--- config.mk ---
export PLATFORM = sky130hd
export DESIGN_NAME = key_value_pair_tokenizer_flat
export DESIGN_NICKNAME = d
export VERILOG_FILES = /design/src/sv/kvpt_pkg.sv /design/src/sv/kvpt_if.sv /design/src/sv/kvpt_step.sv /design/src/sv/key_value_pair_tokenizer.sv /design/src/flat_wrapper.sv
export VERILOG_INCLUDE_DIRS = /design/src /design/src/sv
export SDC_FILE = /design/constraint.sdc
export NUM_CORES = 1
export LEC_CHECK = 0
export BUFFER_PORTS_ARGS = -buffer_cell sky130_fd_sc_hd__buf_2
export CORE_UTILIZATION = 30
export DETAILED_ROUTE_END_ITERATION = 12
export PLACE_DENSITY = 0.49
export SYNTH_ARGS = -nofsm -noshare
export SYNTH_HDL_FRONTEND = slang
export SYNTH_SLANG_ARGS = --single-unit
export TNS_END_PERCENT = 10
--- constraint.sdc ---
create_clock -name clk -period 2.5 [get_ports clk]
set_input_delay 0.375 -clock clk [delete_from_list [all_inputs] [get_ports clk]]
set_output_delay 0.375 -clock clk [all_outputs]
set_load 0.005 [all_outputs]
--- src/sv/key_value_pair_tokenizer_defines.svh ---
// Assertion macros shared by the key/value pair tokenizer RTL.
`ifndef KEY_VALUE_PAIR_TOKENIZER_DEFINES_SVH
`define KEY_VALUE_PAIR_TOKENIZER_DEFINES_SVH

`ifndef SYNTHESIS
`define KVPT_ASSERT(lbl, prop, msg) \
  lbl: assert property (@(posedge clk) disable iff (!rst_n) prop) else $error(msg);
`define KVPT_ASSERT_ALWAYS(lbl, prop, msg) \
  lbl: assert property (@(posedge clk) prop) else $error(msg);
`else
`define KVPT_ASSERT(lbl, prop, msg)
`define KVPT_ASSERT_ALWAYS(lbl, prop, msg)
`endif

`endif

--- src/sv/kvpt_pkg.sv ---
// Package with the codes, constants and types of the key/value pair tokenizer.
package kvpt_pkg;

  localparam logic [7:0] CH_EQUALS = 8'h3D;
  localparam logic [7:0] CH_DQUOTE = 8'h22;
  localparam logic [7:0] CH_SQUOTE = 8'h27;
  localparam logic [7:0] CH_SPACE  = 8'h20;
  localparam logic [7:0] CH_TAB    = 8'h09;
  localparam logic [7:0] CH_CR     = 8'h0D;
  localparam logic [7:0] CH_LF     = 8'h0A;

  localparam logic [2:0] PH_BEFORE_KEY   = 3'd0;
  localparam logic [2:0] PH_IN_KEY       = 3'd1;
  localparam logic [2:0] PH_AFTER_KEY    = 3'd2;
  localparam logic [2:0] PH_BEFORE_VALUE = 3'd3;
  localparam logic [2:0] PH_IN_QUOTED    = 3'd4;
  localparam logic [2:0] PH_IN_PLAIN     = 3'd5;
  localparam logic [2:0] PH_HALTED       = 3'd6;

  localparam logic [2:0] ROLE_SKIP   = 3'd0;
  localparam logic [2:0] ROLE_KEY    = 3'd1;
  localparam logic [2:0] ROLE_EQUALS = 3'd2;
  localparam logic [2:0] ROLE_VALUE  = 3'd3;
  localparam logic [2:0] ROLE_TERM   = 3'd4;
  localparam logic [2:0] ROLE_HALT   = 3'd5;

  typedef struct packed {
    logic [2:0] role;
    logic       pair_done;
    logic       pair_dropped;
    logic [2:0] phase_nxt;
    logic       quote_single_nxt;
  } step_res_t;

  function automatic logic is_space(input logic [7:0] c);
    return (c == CH_SPACE) || (c == CH_TAB) || (c == CH_CR) || (c == CH_LF);
  endfunction

endpackage

--- src/sv/kvpt_if.sv ---
// Valid/ready channel interfaces for the tokenizer's input bytes and tagged results.
interface kvpt_in_if;
  logic       valid;
  logic       ready;
  logic [7:0] data_byte;
  logic       last_byte;

  modport source (output valid, output data_byte, output last_byte, input ready);
  modport sink (input valid, input data_byte, input last_byte, output ready);
endinterface

interface kvpt_out_if;
  logic       valid;
  logic       ready;
  logic [2:0] role;
  logic [7:0] byte_out;
  logic       pair_done;
  logic       pair_dropped;

  modport source (output valid, output role, output byte_out, output pair_done,
                  output pair_dropped, input ready);
  modport sink (input valid, input role, input byte_out, input pair_done,
                input pair_dropped, output ready);
endinterface

--- src/sv/kvpt_step.sv ---
// Combinational phase update and byte tagging for one input beat.
module kvpt_step (
  input  logic [2:0]         phase,
  input  logic               quote_single,
  input  logic [7:0]         data_byte,
  input  logic               last_byte,
  output kvpt_pkg::step_res_t res
);

  logic       sp;
  logic       eq;
  logic       dq;
  logic       sq;
  logic       close_q;
  logic       key_pending;
  logic       value_open;
  logic [2:0] role;
  logic       done;
  logic       dropped;
  logic [2:0] phase_n;
  logic       quote_n;

  assign sp      = kvpt_pkg::is_space(data_byte);
  assign eq      = (data_byte == kvpt_pkg::CH_EQUALS);
  assign dq      = (data_byte == kvpt_pkg::CH_DQUOTE);
  assign sq      = (data_byte == kvpt_pkg::CH_SQUOTE);
  assign close_q = quote_single ? sq : dq;

  always_comb begin
    role        = kvpt_pkg::ROLE_SKIP;
    done        = 1'b0;
    dropped     = 1'b0;
    key_pending = 1'b0;
    value_open  = 1'b0;
    phase_n     = phase;
    quote_n     = quote_single;
    unique case (phase)
      kvpt_pkg::PH_IN_KEY: begin
        key_pending = 1'b1;
        if (eq) begin
          role    = kvpt_pkg::ROLE_EQUALS;
          phase_n = kvpt_pkg::PH_BEFORE_VALUE;
        end else if (sp) begin
          phase_n = kvpt_pkg::PH_AFTER_KEY;
        end else begin
          role = kvpt_pkg::ROLE_KEY;
        end
      end
      kvpt_pkg::PH_AFTER_KEY: begin
        if (eq) begin
          role        = kvpt_pkg::ROLE_EQUALS;
          phase_n     = kvpt_pkg::PH_BEFORE_VALUE;
          key_pending = 1'b1;
        end else if (sp) begin
          key_pending = 1'b1;
        end else begin
          role    = kvpt_pkg::ROLE_HALT;
          phase_n = kvpt_pkg::PH_HALTED;
          dropped = 1'b1;
        end
      end
      kvpt_pkg::PH_BEFORE_VALUE: begin
        if (sp) begin
          key_pending = 1'b1;
        end else if (dq || sq) begin
          quote_n    = sq;
          phase_n    = kvpt_pkg::PH_IN_QUOTED;
          value_open = 1'b1;
        end else begin
          role       = kvpt_pkg::ROLE_VALUE;
          phase_n    = kvpt_pkg::PH_IN_PLAIN;
          value_open = 1'b1;
        end
      end
      kvpt_pkg::PH_IN_QUOTED: begin
        if (close_q) begin
          role    = kvpt_pkg::ROLE_TERM;
          done    = 1'b1;
          phase_n = kvpt_pkg::PH_BEFORE_KEY;
        end else begin
          role       = kvpt_pkg::ROLE_VALUE;
          value_open = 1'b1;
        end
      end
      kvpt_pkg::PH_IN_PLAIN: begin
        if (sp) begin
          role    = kvpt_pkg::ROLE_TERM;
          done    = 1'b1;
          phase_n = kvpt_pkg::PH_BEFORE_KEY;
        end else begin
          role       = kvpt_pkg::ROLE_VALUE;
          value_open = 1'b1;
        end
      end
      kvpt_pkg::PH_HALTED: begin
        role = kvpt_pkg::ROLE_HALT;
      end
      default: begin
        if (sp) begin
          role = kvpt_pkg::ROLE_SKIP;
        end else if (eq) begin
          role        = kvpt_pkg::ROLE_EQUALS;
          phase_n     = kvpt_pkg::PH_BEFORE_VALUE;
          key_pending = 1'b1;
        end else begin
          role        = kvpt_pkg::ROLE_KEY;
          phase_n     = kvpt_pkg::PH_IN_KEY;
          key_pending = 1'b1;
        end
      end
    endcase

    if (last_byte) begin
      if (value_open) begin
        done = 1'b1;
      end else if (key_pending) begin
        dropped = 1'b1;
      end
      phase_n = kvpt_pkg::PH_BEFORE_KEY;
      quote_n = 1'b0;
    end
  end

  assign res.role             = role;
  assign res.pair_done        = done;
  assign res.pair_dropped     = dropped;
  assign res.phase_nxt        = phase_n;
  assign res.quote_single_nxt = quote_n;

endmodule

--- src/sv/key_value_pair_tokenizer.sv ---
// Top level of the key/value pair tokenizer: input register, phase state, result register.
//
//   channel   dir   payload                                     handshake
//   in_bus    in    data_byte[7:0], last_byte                   valid/ready
//   out_bus   out   role[2:0], byte_out[7:0], pair_done,        valid/ready
//                   pair_dropped
//
// One beat per cycle while out_bus is ready; a byte passes the input then the result register.
// The throughput is set by the combinational phase update between the input and result registers.
// Reset (rst_n low, synchronous) empties both registers and returns the phase to before-key.
// A stalled output holds its beat while the input register still takes one more byte.
`include "key_value_pair_tokenizer_defines.svh"

module key_value_pair_tokenizer (
  input logic                  clk,
  input logic                  rst_n,
  kvpt_in_if.sink              in_bus,
  kvpt_out_if.source           out_bus
);

  logic                in_valid_r;
  logic [7:0]          in_byte_r;
  logic                in_last_r;
  logic [2:0]          phase_r;
  logic                quote_single_r;
  logic                out_valid_r;
  logic [2:0]          out_role_r;
  logic [7:0]          out_byte_r;
  logic                out_done_r;
  logic                out_dropped_r;
  logic                advance;
  kvpt_pkg::step_res_t step_res;

  assign advance      = in_valid_r && (!out_valid_r || out_bus.ready);
  assign in_bus.ready = !in_valid_r || advance;

  kvpt_step u_step (
    .phase        (phase_r),
    .quote_single (quote_single_r),
    .data_byte    (in_byte_r),
    .last_byte    (in_last_r),
    .res          (step_res)
  );

  always_ff @(posedge clk) begin
    if (!rst_n) begin
      in_valid_r     <= 1'b0;
      out_valid_r    <= 1'b0;
      phase_r        <= kvpt_pkg::PH_BEFORE_KEY;
      quote_single_r <= 1'b0;
    end else begin
      if (in_bus.ready) begin
        in_valid_r <= in_bus.valid;
      end
      if (advance) begin
        out_valid_r    <= 1'b1;
        phase_r        <= step_res.phase_nxt;
        quote_single_r <= step_res.quote_single_nxt;
      end else if (out_bus.ready) begin
        out_valid_r <= 1'b0;
      end
    end
  end

  always_ff @(posedge clk) begin
    if (in_bus.ready && in_bus.valid) begin
      in_byte_r <= in_bus.data_byte;
      in_last_r <= in_bus.last_byte;
    end
    if (advance) begin
      out_role_r    <= step_res.role;
      out_byte_r    <= in_byte_r;
      out_done_r    <= step_res.pair_done;
      out_dropped_r <= step_res.pair_dropped;
    end
  end

  assign out_bus.valid        = out_valid_r;
  assign out_bus.role         = out_role_r;
  assign out_bus.byte_out     = out_byte_r;
  assign out_bus.pair_done    = out_done_r;
  assign out_bus.pair_dropped = out_dropped_r;

  `KVPT_ASSERT(a_last_restarts, advance && in_last_r |=> phase_r == kvpt_pkg::PH_BEFORE_KEY && !quote_single_r, "phase not restarted after last byte")
  `KVPT_ASSERT(a_done_xor_drop, out_valid_r |-> !(out_done_r && out_dropped_r), "pair both completed and dropped")
  `KVPT_ASSERT(a_halt_role, advance && phase_r == kvpt_pkg::PH_HALTED |=> out_role_r == kvpt_pkg::ROLE_HALT, "halted phase gave a non-halt role")
  `KVPT_ASSERT(a_in_hold, in_valid_r && !advance |=> in_valid_r && $stable(in_byte_r), "input register lost a stalled beat")

endmodule

--- src/flat_wrapper.sv ---
// flat-port wrapper written by rule: the top's interface ports become plain ports
module key_value_pair_tokenizer_flat 
  (clk, rst_n, in_bus_valid, in_bus_data_byte, in_bus_last_byte, in_bus_ready, out_bus_valid, out_bus_role, out_bus_byte_out, out_bus_pair_done, out_bus_pair_dropped, out_bus_ready);
  kvpt_in_if in_bus_i ();
  kvpt_out_if out_bus_i ();
  input logic clk;
  input logic rst_n;
  input wire logic [$bits(in_bus_i.valid)-1:0] in_bus_valid;
  input wire logic [$bits(in_bus_i.data_byte)-1:0] in_bus_data_byte;
  input wire logic [$bits(in_bus_i.last_byte)-1:0] in_bus_last_byte;
  output wire logic [$bits(in_bus_i.ready)-1:0] in_bus_ready;
  output wire logic [$bits(out_bus_i.valid)-1:0] out_bus_valid;
  output wire logic [$bits(out_bus_i.role)-1:0] out_bus_role;
  output wire logic [$bits(out_bus_i.byte_out)-1:0] out_bus_byte_out;
  output wire logic [$bits(out_bus_i.pair_done)-1:0] out_bus_pair_done;
  output wire logic [$bits(out_bus_i.pair_dropped)-1:0] out_bus_pair_dropped;
  input wire logic [$bits(out_bus_i.ready)-1:0] out_bus_ready;
  assign in_bus_i.valid = in_bus_valid;
  assign in_bus_i.data_byte = in_bus_data_byte;
  assign in_bus_i.last_byte = in_bus_last_byte;
  assign in_bus_ready = in_bus_i.ready;
  assign out_bus_valid = out_bus_i.valid;
  assign out_bus_role = out_bus_i.role;
  assign out_bus_byte_out = out_bus_i.byte_out;
  assign out_bus_pair_done = out_bus_i.pair_done;
  assign out_bus_pair_dropped = out_bus_i.pair_dropped;
  assign out_bus_i.ready = out_bus_ready;
  key_value_pair_tokenizer u_core (.clk(clk), .rst_n(rst_n), .in_bus(in_bus_i), .out_bus(out_bus_i));
endmodule
Word-level counts from Yosys, hierarchy flattened
Cells that the tools add are included.

storage, ports and cells
  bits of input ports = 13
  output and inout bits = 15
  bits in registers = 28

operators by class
  muxes and demuxes = 45
  reduce and logical (&&, ||, !) cells = 17
  equal/unequal tests = 21

operators by type and width
  cell                count
  $mux 3              13
  $pmux 3 s6          2
  $eq 8x6->1 const B  4
  $eq 8x4->1 const B  3
  $mux 1              21
  $mux 2              6
  $eq 3x3->1 const B  3
  $ne 3x2->1 const B  3
  $ne 4x3->1 const B  2
  $reduce_and 8->1    1
  $eq 3x2->1 const B  2
  $logic_or 1x1->1    6
  $ne 6x1->1 const B  1
  $reduce_bool 2->1   3
  $ne 2x1->1 const B  2
  $pmux 1 s2          2
  $pmux 1 s4          1
  $reduce_and 4->1    1
  $eq 3x1->1 const B  1
  $reduce_or 3->1     1
  $logic_and 1x1->1   2
  $logic_not 1->1     2
  $reduce_or 2->1     1

Longest topological paths before layout
  depth after elaboration = 10
  mapped depth = 7
  mapped depth without buffers = 6

By module
Synthesis repeated with hierarchy kept, for this count alone.

unflattened totals
  cells, all modules = 123
  area total of the unflattened synthesis = 1383.8 µm²

by module, submodules not included
  module                    cells an instance  instances  sequential area each (µm²)  area an instance (µm²)
  key_value_pair_tokenizer  49                 1          780.7                       918.4
  kvpt_step                 74                 1          0.0                         465.4

Worst setup path after synthesis
No wires, ideal clock.

  path type = flip-flop to flip-flop
  start point = register u_core.in_byte_r[1]
  end point = register u_core.out_role_r[1] (netlist: u_core.out_bus.role[1]), data pin
  period minus slack after synthesis = 1.901 ns
  data arrival time = 1.640 ns
  setup time = 0.261 ns
  slack = 0.599 ns
  cell stages (with the launch flop) = 8
  cells stage by stage = edfxtp_1 > or3b_1 > a21boi_1 > o21ai_1 > buf_6 > nand3_1 > o21ai_1 > a311o_1

RTL lines
  element                 line                            RTL
  from (decl)             key_value_pair_tokenizer.sv:22  logic [7:0] in_byte_r;
  from (signal assigned)  key_value_pair_tokenizer.sv:67  in_byte_r <= in_bus.data_byte;
  to (signal assigned)    key_value_pair_tokenizer.sv:71  out_role_r <= step_res.role;
  to (decl)               key_value_pair_tokenizer.sv:27  logic [2:0] out_role_r;

Worst setup path after layout
  start point = register u_core.in_byte_r[7]
  end point = register u_core.quote_single_r

between the ends
  word-level cells in the longest chain between the ends = 6
  elaborated cells between the ends (all ways) = 17
  those cells by class = eq/ne: 7; mux: 4; reduce/logical: 6

RTL lines
  element                                          line                            RTL
  $eq 8x6->1 / $eq 8x4->1 (equally long branches)  kvpt_pkg.sv:36                  return (c == CH_SPACE) || (c == CH_TAB) || (c == CH_CR) || (c == CH_LF);
  $logic_or 1x1->1 (3 in series)                   kvpt_pkg.sv:36
  $ne 2x1->1 (no source line)                      n/a
  $reduce_and 4->1 (no source line)                n/a
  to (signal assigned)                             key_value_pair_tokenizer.sv:58  quote_single_r <= step_res.quote_single_nxt;
  to (decl)                                        key_value_pair_tokenizer.sv:25  logic quote_single_r;

Parallel ways exist; a longest one is shown, timed or not. The select of a mux whose other input is x is not followed.
A chain may end at the register's enable or synchronous reset.

==> flow_results.org <==
** Yosys
- Dominant synthesized flop cell :: edfxtp_1
- Synth Instances :: 120
- Ranked by total cell area, the synthesized netlist is headed by edfxtp_1 48%, dfxtp_1 8.7%, nor2_1 3.3%.
- After synthesis, the netlist uses 46 different library cells.
- The synthesized design contains 28 register bits.
- The share of synthesized area in the top cell type comes to 0.479.
- Yosys mapped a number of flops with a built-in enable equal to 22.
- Of all cell types, the one taking the most synthesized area is edfxtp_1.
- Seq/Total Area, Yosys :: 0.566
- Counting every net in the synthesized netlist gives 133.
- The mapped netlist covers 1380 µm².
- FFs w/ async S/R, synth :: 0
- Averaged over all synthesized cells, the footprint is 11.5 µm².
- Number of warning messages in the yosys log :: 0

** Routing
- Number of vias after detailed routing :: 1040
- Routed wire length on met2 :: 1250 µm
- Antenna-violating nets left :: 0
- Dividing the detail-routed wire length by the instance count gives 13.8 µm.
- Dividing the detail-routed via count by the number of cells gives 5.25.
- Routed signal wires occupy layers up through met4.
- For this block, the initial DRC count from the detailed router was 52.
- Number of detailed-routing iterations run before antenna repair :: 4
- After detailed routing, the met3 layer carries 157 µm of wire.
- For this run, design rule violations remaining after detail routing come to 0.
- For this block, wires on met1 add up to 1300 µm.
- For this block, the routed nets add up to 2740 µm of wire.

** Placement
- Summing all placed instances gives a cell area of 1560 µm².
- Once placement completed, the tool counted placed cells totaling 194.
- The HPWL after detailed placement is 2020 µm.
- Count of input and output buffers :: 27
- The congestion estimate from routability-driven global placement came to 0.789.

** Setup path
- The critical path goes through nor3_2 > nand4b_1 > o21bai_1 > nor4b_1 > o21ai_0 > a31o_1.
- Crit path launch type :: flip-flop
- Crit path capture type :: flip-flop
- In this run the worst path has a maximum fanout of 4.
- Together, buffers and inverters on the worst path number 0.
- Grouping stages by cell kind, the critical path spends the most delay in simple AND/OR/NAND/NOR gates.
- The critical path in this run is classified as reg2reg.
- Required time reported for the critical path endpoint :: 2.67 ns
- Crit path largest cell delay :: 0.43 ns
- The largest individual stage delay along the critical path comes from the cell edfxtp_1.
- Signal arrival time at the worst endpoint :: 2.27 ns

** Global route
- The total overflow left after global routing is 0.
- Combined global-route utilization of all metal layers :: 0.124
- Entering global routing, the biggest net connects 19 pins.
- The via count of the first global-routing pass came to 1100.
- The first global-routing pass estimated 4930 µm of wire.
- The number of antenna violations at the first check in global routing is 0.

** Final layout
- Final-layout fill cell count :: 432
- Most common library cell in the layout ignoring fill and taps :: buf_2
- From synthesis to final layout, the design area changed by 18.5%.
- The finished cells cover 1640 µm².
- In the layout the commonest cells are 27 x buf_2, 22 x edfxtp_1, 12 x nor2_1.
- Final core area utilization :: 0.373
- Count of non-filler cells in the finished layout :: 198
- The number of antenna diodes in the final layout is 0.
- Share of post-route cells with drive strength above 1 :: 0.288
- Total Nets Final :: 160

** Timing
- Adding up every negative setup slack in the final design gives 0 ns.
- Final Hold Viols :: 0
- Maximum achievable frequency :: 477 MHz
- Setup repair after global routing missed its margin :: no
- Count of endpoints failing setup in the final report :: 0
- Slew margin rel. :: 0.608
- Slew Limit Fails :: 0
- Worst clock skew :: 0.00664 ns
- Slew @ Worst Pin :: 0.587 ns
- Minimum period implied by the final worst setup slack :: 2.09 ns
- Period utilization :: 0.838

** Clock network
- Number of clock sinks :: 28
- CTS tree :: done
- In this run, CTS created clock tree buffers numbering 3.
- After clock tree synthesis, the setup repair step added 0 buffers.
- For the worst-skew pair, the clock arrives at the later sink with an insertion delay of 0.27 ns.
- In this run the number of H-tree levels came out at 1.
- Clock transition time at the flip-flop clock pins of the worst setup and hold paths :: 0.09 ns
- The clock passes through at most 2 buffers.
- Clk Tree Root Cell :: clkbuf_8

** Die
- Die footprint :: 4880 µm²
- Starting Density :: 0.315
- Placement Rows :: 24
- Standard cell core area :: 4380 µm²
- Number of ports placed on the die boundary :: 28
- Die extent in x :: 69.8 µm
- The die is 69.8 µm tall.

** Pwr
- Clock network power share :: 0.370
- For this design the ratio of total power to cell area is 593 nW/µm².
- Net switching power :: 0.198 mW
- Internal power :: 0.771 mW
- The share of total power dissipated in combinational logic is 0.070.
- Of the total power, the share spent switching nets is 0.205.
- LEAKAGE :: 0.581 nW
- IR analysis of the VDD net gives a maximum drop of 0.000216 V.
- Part of the power in registers :: 0.560

** Flow run
- The tool flagged a number of max-cap violations equal to 0.

** Hold path
- The min-delay analysis places its worst path in the category in2reg.

** Status
- The flow ran to the end, and the final reports show no timing, DRC or antenna violations.
-- synth_stat cells (2+ instances only) --
library cell	n
dfxtp_1	6
o21ai_0	4
nor2b_1	3
o22ai_1	4
clkbuf_1	5
nand2_1	4
inv_1	4
nand2b_1	3
a21oi_1	7
and2_1	3
and4b_1	2
nor3_1	2
o21bai_1	3
nand3_1	3
edfxtp_1	22
nor2_1	12
o21ai_1	4
-- flip-flops by register name (all words and copies together) (netlist names) --
name                         count
u_core.out_bus.byte_out          8
u_core.quote_single_r            1
u_core.out_bus.pair_dropped      1
u_core.in_valid_r                1
u_core.out_bus.valid             1
u_core.in_byte_r                 8
u_core.phase_r                   3
u_core.out_bus.pair_done         1
u_core.out_bus.role              3
u_core.in_last_r                 1
-- power by group through the flow --
stage / clock, mW / combinational, mW / sequential, mW
floorplan: 0 / 0.0433 / 0.548
global placement: 0 / 0.0677 / 0.553
detailed placement: 0 / 0.0689 / 0.554
CTS: 0.369 / 0.0690 / 0.543
global route: 0.387 / 0.0777 / 0.547
finish: 0.358 / 0.0681 / 0.543
-- area by class of cell --
class                      count  area, µm²  share of cell area
clock buffer                   3       41.3              0.0252
clock inverter                 1       30.0              0.0184
inverter                       4       15.0             0.00918
multi-input combinational     81        553               0.338
sequential                    28        781               0.477
tap                           52       65.1              0.0398
timing repair buffer          29        150              0.0918
-- timing repair --
item	in CTS	in global routing
gates resized for setup	0	1
setup endpoints to repair	0	1
hold buffers	0	0
-- logic make-up after synthesis --
kind of cell    share of synthesized area
compound gates                      0.211
buf+inv                            0.0363
flops                               0.566
mux                               0.00725
simple gates                        0.180
-- final timing paths --
check	start	to	slack, ns	cells past startpoint
worst max-delay path	u_core.in_byte_r[7]	u_core.quote_single_r	0.41	6
worst min-delay path	in_bus_data_byte[0]	u_core.in_byte_r[0]	0.27	1
worst max register to register	u_core.in_byte_r[7]	u_core.quote_single_r	0.41	6
worst min register to register	u_core.in_byte_r[4]	u_core.out_bus.byte_out[4]	0.51	0
-- layer usage --
| layer | global-route usage | up-vias |
|---|---|---|
| li1 | - | 515 |
| met1 | 0.165 | 481 |
| met2 | 0.199 | 40 |
| met3 | 0.0247 | 4 |
| met4 | 0.0444 | 0 |
| met5 | 0 | - |
-- stage by stage --
step           total power [mW]  hold WS (ns)  setup WS [ns]
2_1_floorplan             0.591         0.465          0.599
3_3_place_gp              0.621         0.487          0.300
3_5_place_dp              0.623         0.490          0.192
4_1_cts                   0.981         0.266          0.170
5_1_grt                    1.01         0.254          0.224
6_report                  0.969         0.274          0.406
Power figures use the tool's default switching activity.
